File: config.mk
export PLATFORM = sky130hd
export DESIGN_NAME = eoc_scan
export DESIGN_NICKNAME = d
export VERILOG_FILES = /design/src/rtl/eoc_pkg.sv /design/src/rtl/eoc_scan.sv
export SDC_FILE = /design/constraint.sdc
export NUM_CORES = 1
export LEC_CHECK = 0
export BUFFER_PORTS_ARGS = -buffer_cell sky130_fd_sc_hd__buf_4
export CAP_MARGIN = 20
export CORE_MARGIN = 2
export CORE_UTILIZATION = 49
export DETAILED_ROUTE_END_ITERATION = 10
export GPL_TIMING_DRIVEN = 0
export HOLD_SLACK_MARGIN = 0.15
export PLACE_DENSITY = 0.79
export SETUP_SLACK_MARGIN = 0.1
export SLEW_MARGIN = 20
export SYNTH_ARGS = -nofsm -noshare
export SYNTH_HDL_FRONTEND = slang
export SYNTH_SLANG_ARGS = --single-unit
File: constraint.sdc
create_clock -name clock -period 3.8 [get_ports clock]
set_input_delay 0.76 -clock clock [delete_from_list [all_inputs] [get_ports clock]]
set_output_delay 0.76 -clock clock [all_outputs]
set_load 0.02 [all_outputs]
File: src/rtl/eoc_pkg.sv
// Shared types and constants of the effect order checker.
// Used by every module of the block; depends on nothing else.
package eoc_pkg;

   localparam int MAX_STAGES = 32;
   localparam int IDX_W      = (MAX_STAGES > 1) ? $clog2(MAX_STAGES) : 1;
   localparam int COUNT_W    = 6;
   localparam int GEN_W      = 64;
   localparam int ID_W       = 32;
   localparam int MASK_W     = 32;
   localparam int KIND_W     = 3;

   localparam logic [KIND_W-1:0] KIND_FORWARD   = 3'd0;
   localparam logic [KIND_W-1:0] KIND_TRANSPOSE = 3'd1;
   localparam logic [KIND_W-1:0] KIND_EDGE_GRAD = 3'd2;
   localparam logic [KIND_W-1:0] KIND_UPDATE    = 3'd3;
   localparam logic [KIND_W-1:0] KIND_PUBLISH   = 3'd4;

   typedef enum logic [2:0] {
      VERDICT_OK    = 3'd0,
      VERDICT_ARG   = 3'd1,
      VERDICT_DUP   = 3'd2,
      VERDICT_STALE = 3'd3,
      VERDICT_STATE = 3'd4,
      VERDICT_KIND  = 3'd5
   } verdict_type;

   // One stored stage: its identity and its transitive ancestor mask.
   typedef struct packed {
      logic [ID_W-1:0]   identity;
      logic [MASK_W-1:0] ancestors;
   } entry_type;

   typedef struct packed {
      logic busy;
      logic done;
   } scan_status_type;

endpackage

File: src/rtl/eoc_scan.sv
// Scan unit: walks the entries of all earlier stages, one read a cycle,
// flags a repeated identity and gathers the ancestor mask. Depends on eoc_pkg.
module eoc_scan
   import eoc_pkg::*;
(
   input  logic              clock,
   input  logic              reset,
   input  logic              start,
   input  logic [IDX_W-1:0]  stage,
   input  logic [ID_W-1:0]   identity,
   input  logic [MASK_W-1:0] depends,
   output scan_status_type   status,
   output logic              dup,
   output logic [MASK_W-1:0] ancestors,
   output logic              rd_en,
   output logic [IDX_W-1:0]  rd_addr,
   input  entry_type         rd_data
);

   logic              busy_ff;
   logic              done_ff;
   logic              rvalid_ff;
   logic [IDX_W-1:0]  issue_ff;
   logic [IDX_W-1:0]  rj_ff;
   logic [IDX_W-1:0]  limit_ff;
   logic [ID_W-1:0]   ident_ff;
   logic [MASK_W-1:0] deps_ff;
   logic              dup_ff;
   logic [MASK_W-1:0] anc_ff;

   assign rd_en   = busy_ff && (issue_ff < limit_ff);
   assign rd_addr = issue_ff;

   always_ff @(posedge clock) begin
      if (reset) begin
         busy_ff   <= 1'b0;
         done_ff   <= 1'b0;
         rvalid_ff <= 1'b0;
      end else begin
         if (start) begin
            busy_ff   <= 1'b1;
            done_ff   <= 1'b0;
            rvalid_ff <= 1'b0;
            issue_ff  <= '0;
            limit_ff  <= stage;
            ident_ff  <= identity;
            deps_ff   <= depends;
            dup_ff    <= 1'b0;
            anc_ff    <= '0;
         end else if (busy_ff) begin
            if (rd_en) begin
               issue_ff <= issue_ff + IDX_W'(1);
            end
            rvalid_ff <= rd_en;
            rj_ff     <= issue_ff;
            // Read data of the previous cycle belongs to entry rj_ff.
            if (rvalid_ff) begin
               if (rd_data.identity == ident_ff) begin
                  dup_ff <= 1'b1;
               end
               if (deps_ff[rj_ff]) begin
                  anc_ff <= anc_ff | rd_data.ancestors | (MASK_W'(1) << rj_ff);
               end
            end
            if (!rd_en && !rvalid_ff) begin
               busy_ff <= 1'b0;
               done_ff <= 1'b1;
            end else begin
               done_ff <= 1'b0;
            end
         end else begin
            done_ff <= 1'b0;
         end
      end
   end

   assign status.busy = busy_ff;
   assign status.done = done_ff;
   assign dup         = dup_ff;
   assign ancestors   = anc_ff;

endmodule

==> qor.txt <==
status -> finished, final reports clean
ys flop type -> edfxtp_1
Post-DP HPWL -> 8.38 mm
CTS root buffer -> clkbuf_8
worst skew pair latency -> 0.50 ns
initial antenna violation count -> 0
Max-cap violations -> 0
DRC viols -> 0
H-tree levels -> 4
number of synthesized register bits -> 115
die area -> 10,600 um2
highest routed layer -> met4
cell row count -> 36
dpl ws -> 0.984 ns
multi-input logic area -> 1250 um2
Setup crit start kind -> register
Max FO, Critical Path -> 5
max-slew violations -> 0
count of flip-flops with a built-in enable after synthesis -> 112
FF+latch area -> 3420 um2
register area share after synthesis -> 0.714
asr flop ratio synth -> 0
Largest stage delay, worst path -> 0.47 ns
Iter 0 DRT Violations -> 125
Core ar. -> 9640 um2
Mapped Avg Cell Area -> 15.2 um2
Worst setup EP type -> output port
Antenna Cells -> 0
largest net degree at the start of global routing -> 49
setup TNS -> 0 ns
setup slack after layout -> 0.954 ns
clock share of power -> 0.430
Worst Tran Pin Value -> 0.706 ns
Routability Congestion -> 0.881
Fin Hold WS -> 0.431 ns
worst min path class -> input port to register
Post-Place Cells -> 629
die height -> 103 um
Peak VDD IR -> 341 uV
synthesized area -> 4800 um2
relative slew slack -> 0.528
slowest CP cell -> edfxtp_1
Vias -> 3,366
drt via density -> 5.12
Ports -> 177
share of cells above drive strength 1 -> 0.419
critical path, cell by cell -> ha_1 > a21o_1 > a21oi_1 > o21ai_1 > nor2_1 > buf_4
first-pass GRT wire length -> 16.7 mm
nets -> 656
logic gate share of total power -> 0.102
CTS Hold Bufs -> 0
Buffers on Ports -> 176
Cell Count, Final, Fillers Out -> 658
f_max -> 0.351 GHz
postcts setup bufs -> 0
TritonCTS clock tree -> built
worst path bufs/invs -> 1
fin crit period -> 2.85 ns
Flop pwr share -> 0.468
delay-heaviest family, CP -> compound AO/OA/AOI/OAI gates
PostCTS Resize Cnt -> 0
antenna viol nets, final -> 0
WL met2 -> 5.50 mm
Syn Inst Count -> 315
Overflow after GRT -> 0
M1 WL -> 4.18 mm
P per Cell Area -> 474 nW/um2
drt wl/cell -> 16.9 um
sw frac -> 0.210
WL met3 -> 1.20 mm
Int Pwr -> 2570 uW
Lkg Pwr -> 0.00274 uW
Data required, critical path -> 3.04 ns
final setup fails -> 0
vias in the first global route -> 3,499
post-synth cell types -> 34
Synthesized Nets -> 456
Die X -> 103 um
final wirelength -> 11.1 mm
area delta synth->final -> 42.9%
# fillers -> 693
Fin. Hold Viols -> 0
Worst Setup Path Type -> register to output port
RSZ-0062 raised after global routing -> no
WP data arrival -> 2.09 ns
CTS Sinks -> 115
Worst Skew -> 0.00670 ns
Max clock buf depth -> 2
TritonCTS Buffers -> 17
total power -> 3250 uW
P_sw -> 682 uW
GRT Util Overall -> 0.218
Syn. warnings -> 0
DRT Pass-1 Iters -> 4
Worst-path clk slew -> 0.05 ns
Starting Density -> 0.498
crit share post-route -> 0.749
==> stage by stage <==
step	utilization	area [um2]
global placement	0.652	6280
detailed placement	0.657	6340
CTS	0.711	6850
floorplan	-	4800
finish	0.711	6850
global route	0.711	6850
==> synthesized netlist by cell type, types with 3 or more instances <==
cell type	count	area, um2
o21ai_1	3	15.0
dfxtp_1	3	60.1
ha_1	5	62.6
nand2b_1	3	18.8
a21oi_1	3	15.0
nor2_1	45	169
edfxtp_1	112	3360
clkbuf_1	6	22.5
mux2i_1	3	30.0
xnor2_1	3	26.3
nand2_1	5	18.8
xor2_1	32	280
buf_2	4	20.0
nor3_1	4	20.0
mux4_2	7	158
nor4_1	7	43.8
nor2b_1	3	18.8
nand3_1	6	30.0
nor3b_1	4	30.0
inv_1	8	30.0
a211oi_1	32	240
==> final cells by class <==
cell class / instances / share of cell area
Tap cell: 133 / 0.0243
Buffer: 15 / 0.0122
Multi-Input combinational cell: 176 / 0.183
Timing Repair Buffer: 181 / 0.200
Clock buffer: 19 / 0.0615
Inverter: 9 / 0.00530
Sequential cell: 115 / 0.500
Clock inverter: 10 / 0.0137
==> flip-flops by register name (all words and copies together) (netlist names) <==
register and cells:
ancestors 32, deps_ff 32, busy_ff 1, done_ff 1, rd_addr 5, limit_ff 5, rvalid_ff 1, dup 1
ident_ff 32, rj_ff 5
==> worst paths after layout <==
path | from | end | slack [ns] | cells after the start
setup reg to reg | rj_ff[3] | ancestors[12] | 1.00 | 8
hold / removal | identity[0] | ident_ff[0] | 0.43 | 1
setup / recovery | rd_addr[1] | rd_en | 0.95 | 6
hold reg to reg | rvalid_ff | done_ff | 0.50 | 1
==> layout by cell type (no fill, tap or decap), types with 2 or more instances in the layout <==
cell	instances
clkinv_1	5
nor3b_1	4
nor4_1	7
dfxtp_1	3
mux4_2	7
nand2b_1	3
mux2i_1	3
nand2_1	5
edfxtp_1	112
clkbuf_1	8
buf_4	182
xnor2_1	3
buf_6	2
buf_2	4
nand4_1	2
xor2_1	32
ha_1	5
clkinv_2	3
a211oi_1	32
a22oi_1	2
inv_1	7
nand3_1	6
nor2b_1	3
nor3_1	4
nor2_1	45
a21oi_1	3
clkbuf_16	16
bufinv_16	2
o21ai_1	3
==> power groups by stage <==
stage | sequential, uW | clock (uW) | combinational [uW]
finish | 1520 | 1400 | 332
global placement | 1550 | 0 | 317
floorplan | 1570 | 0 | 121
CTS | 1520 | 1420 | 336
detailed placement | 1550 | 0 | 333
global route | 1530 | 1480 | 362
==> metal layers <==
metal / up-vias / track usage
met5: - / 0
met4: 0 / 0.113
met3: 23 / 0.0847
met2: 192 / 0.372
met1: 1554 / 0.234
li1: 1597 / -
==> cells by family (layout without fill, tap and decap cells) <==
family	count (synthesis)	count (layout)	synth area share
fa+ha+maj	5	5	0.0130
simple gates	81	81	0.0783
mux	10	10	0.0391
xor+xnor	35	35	0.0639
buf+inv	24	234	0.0245
compound gates	45	45	0.0673
flops	115	115	0.714
Power figures use the tool's default switching activity.
